--- config.mk ---
export PLATFORM = sky130hd
export DESIGN_NAME = magic_length_frame_deframer_unit
export DESIGN_NICKNAME = d
export VERILOG_FILES = /design/src/hw/rtl/mlfd_pkg.sv /design/src/hw/rtl/mlfd_hdr_check.sv /design/src/hw/rtl/magic_length_frame_deframer_unit.sv
export SDC_FILE = /design/constraint.sdc
export NUM_CORES = 1
export LEC_CHECK = 0
export ABC_AREA = 0
export BUFFER_PORTS_ARGS = -buffer_cell sky130_fd_sc_hd__buf_2
export CAP_MARGIN = 25
export CORE_MARGIN = 8
export CORE_UTILIZATION = 60
export CTS_BUF_LIST = sky130_fd_sc_hd__clkbuf_8
export CTS_CLUSTER_SIZE = 8
export DETAILED_ROUTE_END_ITERATION = 10
export PLACE_DENSITY_LB_ADDON = 0.2
export SLEW_MARGIN = 10
export SYNTH_ARGS = -nofsm -noshare
export SYNTH_HDL_FRONTEND = slang
export SYNTH_SLANG_ARGS = --single-unit
--- constraint.sdc ---
create_clock -name clk -period 4.48 [get_ports clk]
set_input_delay 0.448 -clock clk [delete_from_list [all_inputs] [get_ports clk]]
set_output_delay 0.448 -clock clk [all_outputs]
set_load 0.05 [all_outputs]
--- src/hw/rtl/mlfd_pkg.sv ---
package mlfd_pkg;

	// header layout: magic(4) type(2) flags(2) length(4), big-endian
	localparam int unsigned HDR_LEN    = 12;
	localparam int unsigned HDR_CNT_W  = 4;
	localparam int unsigned HDR_BITS   = HDR_LEN * 8;
	localparam logic [31:0] FRAME_MAGIC = 32'h5447_5231;

	// configuration register indexes
	localparam int unsigned CFG_IDX_W  = 8;
	localparam logic [CFG_IDX_W-1:0] CFG_TYPE_LOWEST   = 8'd0;
	localparam logic [CFG_IDX_W-1:0] CFG_TYPE_HIGHEST  = 8'd1;
	localparam logic [CFG_IDX_W-1:0] CFG_PAYLOAD_LIMIT = 8'd2;

	localparam logic [15:0] TYPE_LOWEST_RST   = 16'd1;
	localparam logic [15:0] TYPE_HIGHEST_RST  = 16'hFFFF;
	localparam logic [31:0] PAYLOAD_LIMIT_RST = 32'h0010_0000;

	// result status codes
	localparam logic [2:0] ST_PAYLOAD   = 3'd0;
	localparam logic [2:0] ST_EMPTY     = 3'd1;
	localparam logic [2:0] ST_BAD_MAGIC = 3'd2;
	localparam logic [2:0] ST_BAD_TYPE  = 3'd3;
	localparam logic [2:0] ST_BAD_FLAGS = 3'd4;
	localparam logic [2:0] ST_TOO_LARGE = 3'd5;

	typedef struct packed {
		logic        fail;
		logic [2:0]  status;
		logic [15:0] frame_type;
		logic [31:0] length;
	} hdr_chk_t;

endpackage

--- src/hw/rtl/mlfd_hdr_check.sv ---
module mlfd_hdr_check import mlfd_pkg::*; (
	input  logic [HDR_BITS-1:0] hdr_word,
	input  logic [15:0]         type_lowest,
	input  logic [15:0]         type_highest,
	input  logic [31:0]         payload_limit,
	output hdr_chk_t            chk
);

	logic [31:0] magic;
	logic [15:0] ftype;
	logic [15:0] flags;
	logic [31:0] length;

	assign magic  = hdr_word[HDR_BITS-1 -: 32];
	assign ftype  = hdr_word[HDR_BITS-33 -: 16];
	assign flags  = hdr_word[HDR_BITS-49 -: 16];
	assign length = hdr_word[31:0];

	// first failing check wins
	always_comb begin
		chk.frame_type = ftype;
		chk.length     = length;
		chk.fail       = 1'b1;
		if (magic != FRAME_MAGIC) begin
			chk.status = ST_BAD_MAGIC;
		end else if (ftype < type_lowest || ftype > type_highest) begin
			chk.status = ST_BAD_TYPE;
		end else if (flags != 16'd0) begin
			chk.status = ST_BAD_FLAGS;
		end else if (length > payload_limit) begin
			chk.status = ST_TOO_LARGE;
		end else begin
			chk.fail   = 1'b0;
			chk.status = ST_EMPTY;
		end
	end

endmodule

--- src/hw/rtl/magic_length_frame_deframer_unit.sv ---
// byte-wide deframer for magic/length framed streams. one stream byte is
// taken per clock with no bubbles while the output is not stalled; a taken
// item lands in an input register and its result, if any, is loaded into the
// output register once that register is free or draining, and stays there
// until taken. the header check (magic, type range, flags, length limit) is
// combinational and runs on the twelfth header byte. header bytes give no
// result except when the header is rejected (one error item) or declares
// zero length (one empty frame item). payload bytes come out one per item
// with the frame type and a last mark. after any header error the block
// drops every byte until arst_n. configuration registers are written through
// cfg_* (always ready) and must only be changed while the block is idle.
module magic_length_frame_deframer_unit import mlfd_pkg::*; (
	input  logic                 clk,
	input  logic                 arst_n,
	// input byte channel
	input  logic                 in_valid,
	output logic                 in_stall,
	input  logic [7:0]           stream_byte,
	// result channel
	output logic                 out_valid,
	input  logic                 out_stall,
	output logic [2:0]           status,
	output logic [15:0]          frame_type,
	output logic [7:0]           payload_byte,
	output logic                 last_byte,
	// configuration write channel
	input  logic                 cfg_valid,
	output logic                 cfg_ready,
	input  logic [CFG_IDX_W-1:0] cfg_index,
	input  logic [31:0]          cfg_data
);

	// configuration registers
	logic [15:0] type_lowest_q;
	logic [15:0] type_highest_q;
	logic [31:0] payload_limit_q;

	// input stage
	logic       valid_s1;
	logic [7:0] byte_s1;

	// deframer state
	logic [HDR_CNT_W-1:0] hdr_cnt_q;
	logic [7:0]           hdr_q [HDR_LEN-1];
	logic [31:0]          bytes_left_q;
	logic [15:0]          cur_type_q;
	logic                 failed_q;

	// output register
	logic        out_valid_q;
	logic [2:0]  status_q;
	logic [15:0] frame_type_q;
	logic [7:0]  payload_byte_q;
	logic        last_byte_q;

	logic          advance;
	logic          in_take;
	logic          hdr_done;
	logic          in_payload;
	logic [HDR_BITS-1:0] hdr_word;
	hdr_chk_t      chk;

	// result produced by the item in the input stage
	logic        res_valid;
	logic [2:0]  res_status;
	logic [15:0] res_type;
	logic [7:0]  res_byte;
	logic        res_last;

	// input stage moves on whenever the output register is free or draining
	assign advance   = valid_s1 && (!out_valid_q || !out_stall);
	assign in_stall  = valid_s1 && !advance;
	assign in_take   = in_valid && !in_stall;
	assign cfg_ready = 1'b1;

	assign in_payload = (bytes_left_q != 32'd0);
	assign hdr_done   = (hdr_cnt_q == HDR_CNT_W'(HDR_LEN - 1));

	// stored header bytes plus the byte now completing it, first byte on top
	always_comb begin
		hdr_word = '0;
		for (int i = 0; i < HDR_LEN - 1; i++) begin
			hdr_word[(HDR_LEN-1-i)*8 +: 8] = hdr_q[i];
		end
		hdr_word[7:0] = byte_s1;
	end

	mlfd_hdr_check u_hdr_check (
		.hdr_word      (hdr_word),
		.type_lowest   (type_lowest_q),
		.type_highest  (type_highest_q),
		.payload_limit (payload_limit_q),
		.chk           (chk)
	);

	// result of the current item
	always_comb begin
		res_valid  = 1'b0;
		res_status = ST_PAYLOAD;
		res_type   = cur_type_q;
		res_byte   = 8'd0;
		res_last   = 1'b0;
		if (!failed_q) begin
			if (in_payload) begin
				res_valid = 1'b1;
				res_byte  = byte_s1;
				res_last  = (bytes_left_q == 32'd1);
			end else if (hdr_done) begin
				res_type   = chk.frame_type;
				res_status = chk.status;
				if (chk.fail) begin
					res_valid = 1'b1;
				end else if (chk.length == 32'd0) begin
					res_valid = 1'b1;
					res_last  = 1'b1;
				end
			end
		end
	end

	// configuration writes, unknown indexes dropped
	always_ff @(posedge clk or negedge arst_n) begin
		if (!arst_n) begin
			type_lowest_q   <= TYPE_LOWEST_RST;
			type_highest_q  <= TYPE_HIGHEST_RST;
			payload_limit_q <= PAYLOAD_LIMIT_RST;
		end else if (cfg_valid && cfg_ready) begin
			unique case (cfg_index)
				CFG_TYPE_LOWEST:   type_lowest_q   <= cfg_data[15:0];
				CFG_TYPE_HIGHEST:  type_highest_q  <= cfg_data[15:0];
				CFG_PAYLOAD_LIMIT: payload_limit_q <= cfg_data;
				default: ;
			endcase
		end
	end

	// input register
	always_ff @(posedge clk or negedge arst_n) begin
		if (!arst_n) begin
			valid_s1 <= 1'b0;
		end else if (in_take) begin
			valid_s1 <= 1'b1;
		end else if (advance) begin
			valid_s1 <= 1'b0;
		end
	end

	always_ff @(posedge clk) begin
		if (in_take) begin
			byte_s1 <= stream_byte;
		end
	end

	// frame state
	always_ff @(posedge clk or negedge arst_n) begin
		if (!arst_n) begin
			hdr_cnt_q    <= '0;
			bytes_left_q <= '0;
			cur_type_q   <= '0;
			failed_q     <= 1'b0;
		end else if (advance && !failed_q) begin
			if (in_payload) begin
				bytes_left_q <= bytes_left_q - 32'd1;
			end else if (!hdr_done) begin
				hdr_cnt_q <= hdr_cnt_q + HDR_CNT_W'(1);
			end else begin
				hdr_cnt_q <= '0;
				if (chk.fail) begin
					failed_q <= 1'b1;
				end else begin
					cur_type_q   <= chk.frame_type;
					bytes_left_q <= chk.length;
				end
			end
		end
	end

	// header byte store, undefined until written
	always_ff @(posedge clk) begin
		if (advance && !failed_q && !in_payload) begin
			for (int i = 0; i < HDR_LEN - 1; i++) begin
				if (hdr_cnt_q == HDR_CNT_W'(i)) begin
					hdr_q[i] <= byte_s1;
				end
			end
		end
	end

	// output register
	always_ff @(posedge clk or negedge arst_n) begin
		if (!arst_n) begin
			out_valid_q <= 1'b0;
		end else if (advance && res_valid) begin
			out_valid_q <= 1'b1;
		end else if (!out_stall) begin
			out_valid_q <= 1'b0;
		end
	end

	always_ff @(posedge clk) begin
		if (advance && res_valid) begin
			status_q       <= res_status;
			frame_type_q   <= res_type;
			payload_byte_q <= res_byte;
			last_byte_q    <= res_last;
		end
	end

	assign out_valid    = out_valid_q;
	assign status       = status_q;
	assign frame_type   = frame_type_q;
	assign payload_byte = payload_byte_q;
	assign last_byte    = last_byte_q;

	// input only backs up behind a full, stalled output register
	a_stall_cause: assert property (@(posedge clk) disable iff (!arst_n)
		in_stall |-> (out_valid_q && out_stall))
		else $error("input stalled while output register free");

	// a header error is sticky until reset
	a_failed_sticky: assert property (@(posedge clk) disable iff (!arst_n)
		failed_q |=> failed_q)
		else $error("failed flag cleared without reset");

	// payload is never counted down in the middle of a header
	a_payload_hdr: assert property (@(posedge clk) disable iff (!arst_n)
		(bytes_left_q != 32'd0) |-> (hdr_cnt_q == '0))
		else $error("payload pending with partial header");

	// header counter stays within the header
	a_hdr_range: assert property (@(posedge clk) disable iff (!arst_n)
		hdr_cnt_q <= HDR_CNT_W'(HDR_LEN - 1))
		else $error("header counter out of range");

endmodule

==> results of run 1 <==
## cells in the final DEF (no fill, tap or decap), types with 7 or more instances in the layout
master    Yosys  routed
a211oi_1      9       9
a21o_1        8       8
a21oi_1      46      46
a31oi_1      10       9
and2_1       12      12
buf_2         4      81
buf_4         3      27
clkbuf_8      0      46
dfrtp_1     101     101
dfstp_2      18      18
edfxtp_1    124     124
ha_1         70      70
inv_1        77      98
mux2_2       18      18
nand2_1     196     196
nand2b_1      7       7
nand3_1      21      21
nand4_1      20      20
nor2_1       40      40
nor3_1       32      31
nor4_1       22      22
o21ai_0      73      73
or2_2        10      10
## area by class of cell
class / instances / area share (%)
flip-flops and latches: 243 / 52.0
repair buffers: 109 / 4.78
multi-input cells: 682 / 32.9
inverters: 77 / 2.24
well taps: 234 / 2.27
clock inverters: 28 / 0.881
clock buffers: 46 / 4.90
## power breakdown
| part | leakage [nW] | total, W | switching (W) | internal, W |
|---|---|---|---|---|
| clock network | 0.464 | 0.00180 | 0.000857 | 0.000939 |
| registers | 2.51 | 0.00261 | 0.000100 | 0.00251 |
| logic | 2.80 | 0.000557 | 0.000370 | 0.000187 |
## through the flow
stage	std cells	hold WS [ns]	util [%]	worst slack (ns)	total power, W
2_1_floorplan	1034	0.152	-	0.498	0.00298
3_3_place_gp	1344	0.449	65.2	0.820	0.00318
3_5_place_dp	1344	0.455	65.2	0.766	0.00320
4_1_cts	1419	0.0617	69.3	0.754	0.00499
5_1_grt	1419	0.0600	69.3	0.501	0.00517
6_report	1419	0.0910	69.3	0.770	0.00496
## flip-flops by register name (all words and copies together) (netlist names)
signal / count
valid_s1: 1
last_byte: 1
cur_type_q: 16
type_highest_q: 16
payload_byte: 8
hdr_q: 88
byte_s1: 8
status: 3
frame_type: 16
failed_q: 1
payload_limit_q: 32
hdr_cnt_q: 4
bytes_left_q: 32
type_lowest_q: 16
out_valid: 1
## final timing paths
path | startpoint | end | slack [ns]
setup / recovery | byte_s1[2] | frame_type[10] | 0.77
max in group asynchronous | arst_n | type_highest_q[14] | 2.96
setup reg to reg | byte_s1[2] | frame_type[10] | 0.77
hold / removal | stream_byte[0] | byte_s1[0] | 0.09
hold reg to reg | cur_type_q[9] | cur_type_q[9] | 0.47
min in group asynchronous | arst_n | payload_limit_q[6] | 0.52
## per-layer routing
layer  vias up  track usage [%]  part of all wire [%]
met2       327             35.3                    46
met3        42             4.65                   6.9
li1       3926                -                     -
met5         -                0                     0
met4         0             7.19                   2.1
met1      4059             32.0                    45
## timing repair
| action | in CTS | in global routing |
|---|---|---|
| hold buffers | 1 | 0 |
| gates resized for setup | 0 | 0 |
| endpoints found under the hold margin | 11 | 0 |
## cell families (layout without fill, tap and decap cells)
group,after synthesis,after routing,share of synthesized area [%]
simple gates,404,404,17.6
other cells,1,1,0.0329
buf+inv,109,260,3.87
flops,243,243,59.0
compound gates,183,183,9.50
fa+ha+maj,70,70,7.69
mux,18,18,1.78
xor+xnor,6,6,0.461
==> results.sh, run 1 <==
export IMPL_dr_pass1_iters=5
export IMPL_slew_headroom_pct=32.5
export IMPL_rsz0062_at_grt="no"
export IMPL_ys_flop_type="edfxtp_1"
export IMPL_hold_viol=0
export IMPL_wl_per_cell_um=18.9
export IMPL_drive_above_1_share_pct=18.7
export IMPL_synth_most_common_cell="nand2_1"
export IMPL_post_cts_repair_setup_buffers=0
export IMPL_routed_via_density=5.89
export IMPL_clock_skew_ns=0.0190
export IMPL_ir_worst_vdd_uv=354
export IMPL_async_reset_ff_share_pct=49.0
export IMPL_antenna_cells=0
export IMPL_numCtsBuffers=41
export IMPL_core_region_area_mm2=0.0186
export IMPL_synth_fp_nets=1157
export IMPL_drc=0
export IMPL_synth_top_area_share_pct=32.7
export IMPL_syn_area_mm2=0.0114
export IMPL_synth_area_per_cell_um2=11.0
export IMPL_status="finished clean"
export IMPL_drv_slew=0
export IMPL_hp_class="in -> reg"
export IMPL_critical_path_top_delay_family="simple AND/OR/NAND/NOR gates"
export IMPL_synth_common_cells="196 x nand2_1, 124 x edfxtp_1, 101 x dfrtp_1"
export IMPL_clock_sinks=243
export IMPL_setup_violations=0
export IMPL_grt_pass1_wl_um=43200
export IMPL_setup_tns_ns=0
export IMPL_path_depth=8
export IMPL_crit_type="reg -> reg"
export IMPL_place_area_mm2=0.0122
export IMPL_die_w_um=154
export IMPL_clk_path_buf_depth=3
export IMPL_crit_buf_inv=0
export IMPL_fmax_ghz=0.270
export IMPL_yosysWarnings=0
export IMPL_crit_chain="ha_1, nand4_1, nor4_1, nand2_1, a22oi_1, nand3_1, nor2_1, a31oi_4"
export IMPL_power_density_mw_per_mm2=384
export IMPL_portBuffers=82
export IMPL_drtAntennaViolNets=0
export IMPL_slowest_stage="edfxtp_1"
export IMPL_grt_max_degree=64
export IMPL_synth_edf_count=124
export IMPL_grt_pass1_vias=8099
export IMPL_cts_tree="built"
export IMPL_routed_wl_um=26800
export IMPL_required_ns=4.61
export IMPL_yosys_top_cells_area="edfxtp_1 33%, dfrtp_1 22%, ha_1 7.7%"
export IMPL_period_minus_slack_ns=3.71
export IMPL_clkTransAtPathRegs_ns=0.06
export IMPL_leakage_nw=5.77
export IMPL_fin_nets=1277
export IMPL_critPathArrivalTime_ns=3.84
export IMPL_multi_input_area_mm2=0.00425
export IMPL_fin_area_mm2=0.0129
export IMPL_r2r_cells=8
export IMPL_dp_hpwl_um=18700
export IMPL_synth_top_area_cell="edfxtp_1"
export IMPL_end_kind="flop"
export IMPL_clockRootBuffer="clkbuf_8"
export IMPL_die_area_mm2=0.0236
export IMPL_max_cap_viol_count=0
export IMPL_syn2layout_area_growth_pct=13.4
export IMPL_htreeDepth=2
export IMPL_critPathMaxStageDelay_ns=0.69
export IMPL_crit_fanout=29
export IMPL_clock_latency_ns=0.54
export IMPL_worstHoldPathCells=1
export IMPL_die_h_um=154
export IMPL_synth_seq_cells=243
export IMPL_first_iter_violations=642
export IMPL_tightest_slew_ns=1.01
export IMPL_antenna_found_initial=0
export IMPL_period_share_pct=82.8
export IMPL_syn_inst=1034
export IMPL_start_kind="flop"
export IMPL_synth_cell_types=66
export IMPL_grt_overflow=0
export IMPL_yosysSeqAreaShare_pct=59.0
export IMPL_start_util_pct=61.1
export IMPL_io_pins=84
export IMPL_rows=50
export IMPL_grtUsageTotal_pct=22.9
export IMPL_seq_area_mm2=0.00672
export IMPL_place_gp_congestion=0.861
export IMPL_fillCellCount=1396
export IMPL_dr_total_vias=8354
Note: power is estimated with default switching activity, not from simulation.
==> inputs of run 2 (changes only) <==
Settings changed: CORE_UTILIZATION 60 to 56.
Clock period 4.48 ns to 3.15 ns, I/O delays scaled along.
==> run 2 against run 1 <==
Core utilization fell by 1.7 points; non-clock buffer count rose by 62; sequential power rose by 42%; clock skew rose by 0.0086 ns; via count rose by 1.1%; wire length rose by 6.3%; count of clock-buffer cells in the layout rose by 1; fmax rose by 22%; largest cell class unchanged; largest power group unchanged.
==> results.sh, run 2 (synthesis results as in run 1) <==
export IMPL_clk_path_buf_depth=3
export IMPL_r2r_cells=10
export IMPL_reg_top3="hdr_q x88, bytes_left_q x32, payload_limit_q x32"
export IMPL_leakage_nw=6.07
export IMPL_drv_slew=0
export IMPL_io_pins=84
export IMPL_clockRootBuffer="clkbuf_8"
export IMPL_syn2layout_area_growth_pct=19.3
export IMPL_grt_pass1_wl_um=45600
export IMPL_power_frac_clock_pct=36.0
export IMPL_antenna_cells=0
export IMPL_routed_via_density=5.56
export IMPL_fin_nets=1339
export IMPL_grt_overflow=0
export IMPL_wl_per_cell_um=18.8
export IMPL_final_common_cell="nand2_1"
export IMPL_antenna_found_initial=0
export IMPL_die_h_um=159
export IMPL_numCtsBuffers=41
export IMPL_crit_fanout=28
export IMPL_clock_sinks=243
export IMPL_drive_above_1_share_pct=21.5
export IMPL_rsz0062_at_grt="yes"
export IMPL_dp_hpwl_um=19900
export IMPL_dr_pass1_iters=7
export IMPL_post_place_ws_ns=0.0312
export IMPL_crit_buf_inv=2
export IMPL_setup_slack_ns=0.116
export IMPL_slowest_stage="dfstp_2"
export IMPL_required_ns=3.43
export IMPL_hp_class="in -> reg"
export IMPL_seq_power_share_pct=51.5
export IMPL_period_minus_slack_ns=3.03
export IMPL_regMostFlops="hdr_q"
export IMPL_critical_path_top_delay_family="compound AO/OA/AOI/OAI gates"
export IMPL_rows=52
export IMPL_period_share_pct=96.3
export IMPL_tightest_slew_ns=0.826
export IMPL_ir_worst_vdd_uv=371
export IMPL_status="finished clean"
export IMPL_cts_tree="built"
export IMPL_core_region_area_mm2=0.0201
export IMPL_start_util_pct=56.6
export IMPL_switchingPower_w=0.00195
export IMPL_clock_skew_ns=0.0276
export IMPL_end_kind="flop"
export IMPL_post_route_util_pct=67.6
export IMPL_clkTransAtPathRegs_ns=0.06
export IMPL_start_kind="flop"
export IMPL_critPathArrivalTime_ns=3.31
export IMPL_crit_type="reg -> reg"
export IMPL_place_gp_congestion=0.915
export IMPL_worstHoldPathCells=3
export IMPL_htreeDepth=2
export IMPL_setup_tns_ns=0
export IMPL_setup_violations=0
export IMPL_power_internal_w=0.00525
export IMPL_crit_chain="inv_1, ha_1, a21o_1, a21o_1, a221o_1, o31a_1, or3_4, nor2_2, a31oi_4, buf_12"
export IMPL_die_area_mm2=0.0252
export IMPL_grt_max_degree=63
export IMPL_path_common_cell="a21o_1"
export IMPL_hold_viol=0
export IMPL_clock_latency_ns=0.54
export IMPL_drc=0
export IMPL_combPwrFrac_pct=12.5
export IMPL_largest_reg_flops=88
export IMPL_portBuffers=82
export IMPL_grtUsageTotal_pct=23.7
export IMPL_slew_headroom_pct=44.9
export IMPL_dr_total_vias=8447
export IMPL_critPathMaxStageDelay_ns=0.53
export IMPL_fmax_ghz=0.330
export IMPL_drtAntennaViolNets=0
export IMPL_final_cell_mix="196 x nand2_1, 124 x edfxtp_1, 101 x inv_1, 101 x dfrtp_1, 81 x buf_2"
export IMPL_first_iter_violations=683
export IMPL_routed_wl_um=28500
export IMPL_die_w_um=159
export IMPL_path_depth=10
export IMPL_power_density_mw_per_mm2=530
export IMPL_grt_pass1_vias=8399
export IMPL_max_cap_viol_count=0
export IMPL_switching_share_pct=27.1
-- run 2: cell count changes in the layout (fill, tap and decap cells not counted), moves of 2 or more --
| cell | previous run | this run |
|---|---|---|
| dlygate4sd3_1 | 1 | 25 |
| buf_4 | 27 | 63 |
| nor4_4 | 2 | 4 |
| buf_12 | 0 | 2 |
| clkinvlp_4 | 0 | 2 |
| clkinv_2 | 3 | 1 |
| inv_1 | 98 | 101 |
| nor4_1 | 22 | 19 |
-- run 2: area by class of cell --
cell class	instances	area [µm²]
inverter	77	289
tap	270	338
multi-input combinational	682	4310
fill	1525	6510
clock inverter	29	118
sequential	243	6720
clock buffer	47	647
timing repair buffer	171	1170
-- run 2: through the flow --
| stage | total power [W] | instance area (µm²) | hold slack [ns] | cells |
|---|---|---|---|---|
| after floorplan | 0.00426 | 11400 | 0.0194 | 1034 |
| after global placement | 0.00459 | 12500 | 0.450 | 1416 |
| final | 0.00720 | 13600 | 0.0288 | 1519 |
| after global routing | 0.00752 | 13600 | 0.0109 | 1519 |
| after detailed placement | 0.00462 | 12500 | 0.455 | 1416 |
| after CTS | 0.00723 | 13500 | 0.000990 | 1517 |
-- run 2: power groups by stage --
stage               sequential (W)  clock [W]  combinational, W
global route               0.00372    0.00280           0.00100
finish                     0.00371    0.00259          0.000899
global placement           0.00376          0          0.000830
CTS                        0.00370    0.00264          0.000889
floorplan                  0.00377          0          0.000493
detailed placement         0.00376          0          0.000860
-- run 2: final timing paths --
kind,startpoint,slack (ns),to
setup reg to reg,type_highest_q[13],0.12,frame_type[10]
hold reg to reg,cur_type_q[10],0.47,cur_type_q[10]
hold / removal,cfg_data[9],0.03,type_lowest_q[9]
setup / recovery,type_highest_q[13],0.12,frame_type[10]
min in group asynchronous,arst_n,0.43,payload_limit_q[7]
max in group asynchronous,arst_n,1.84,type_highest_q[9]
-- run 2: worst register-to-register path: stages (launching register included) --
cell     delay [ns]
dfstp_2        0.53
inv_1          0.04
ha_1           0.30
a21o_1         0.18
a21o_1         0.16
a221o_1        0.34
o31a_1         0.27
or3_4          0.45
nor2_2         0.19
a31oi_4        0.13
buf_12         0.19
-- run 2: timing repair --
item                                    4_1_cts  5_1_grt
setup buffers                                 0        2
gates resized for setup                       0        9
endpoints found under the setup margin        0       85
hold buffers                                 25        0
hold endpoints to repair                     69        0
-- run 2: routing by layer --
metal | share of wire, % | vias to the layer above | GRT usage, %
met5 | 0 | - | 0
met4 | 1.9 | 0 | 6.60
met3 | 7.2 | 45 | 4.72
met2 | 46 | 293 | 37.2
met1 | 45 | 4051 | 33.0
li1 | - | 4058 | -
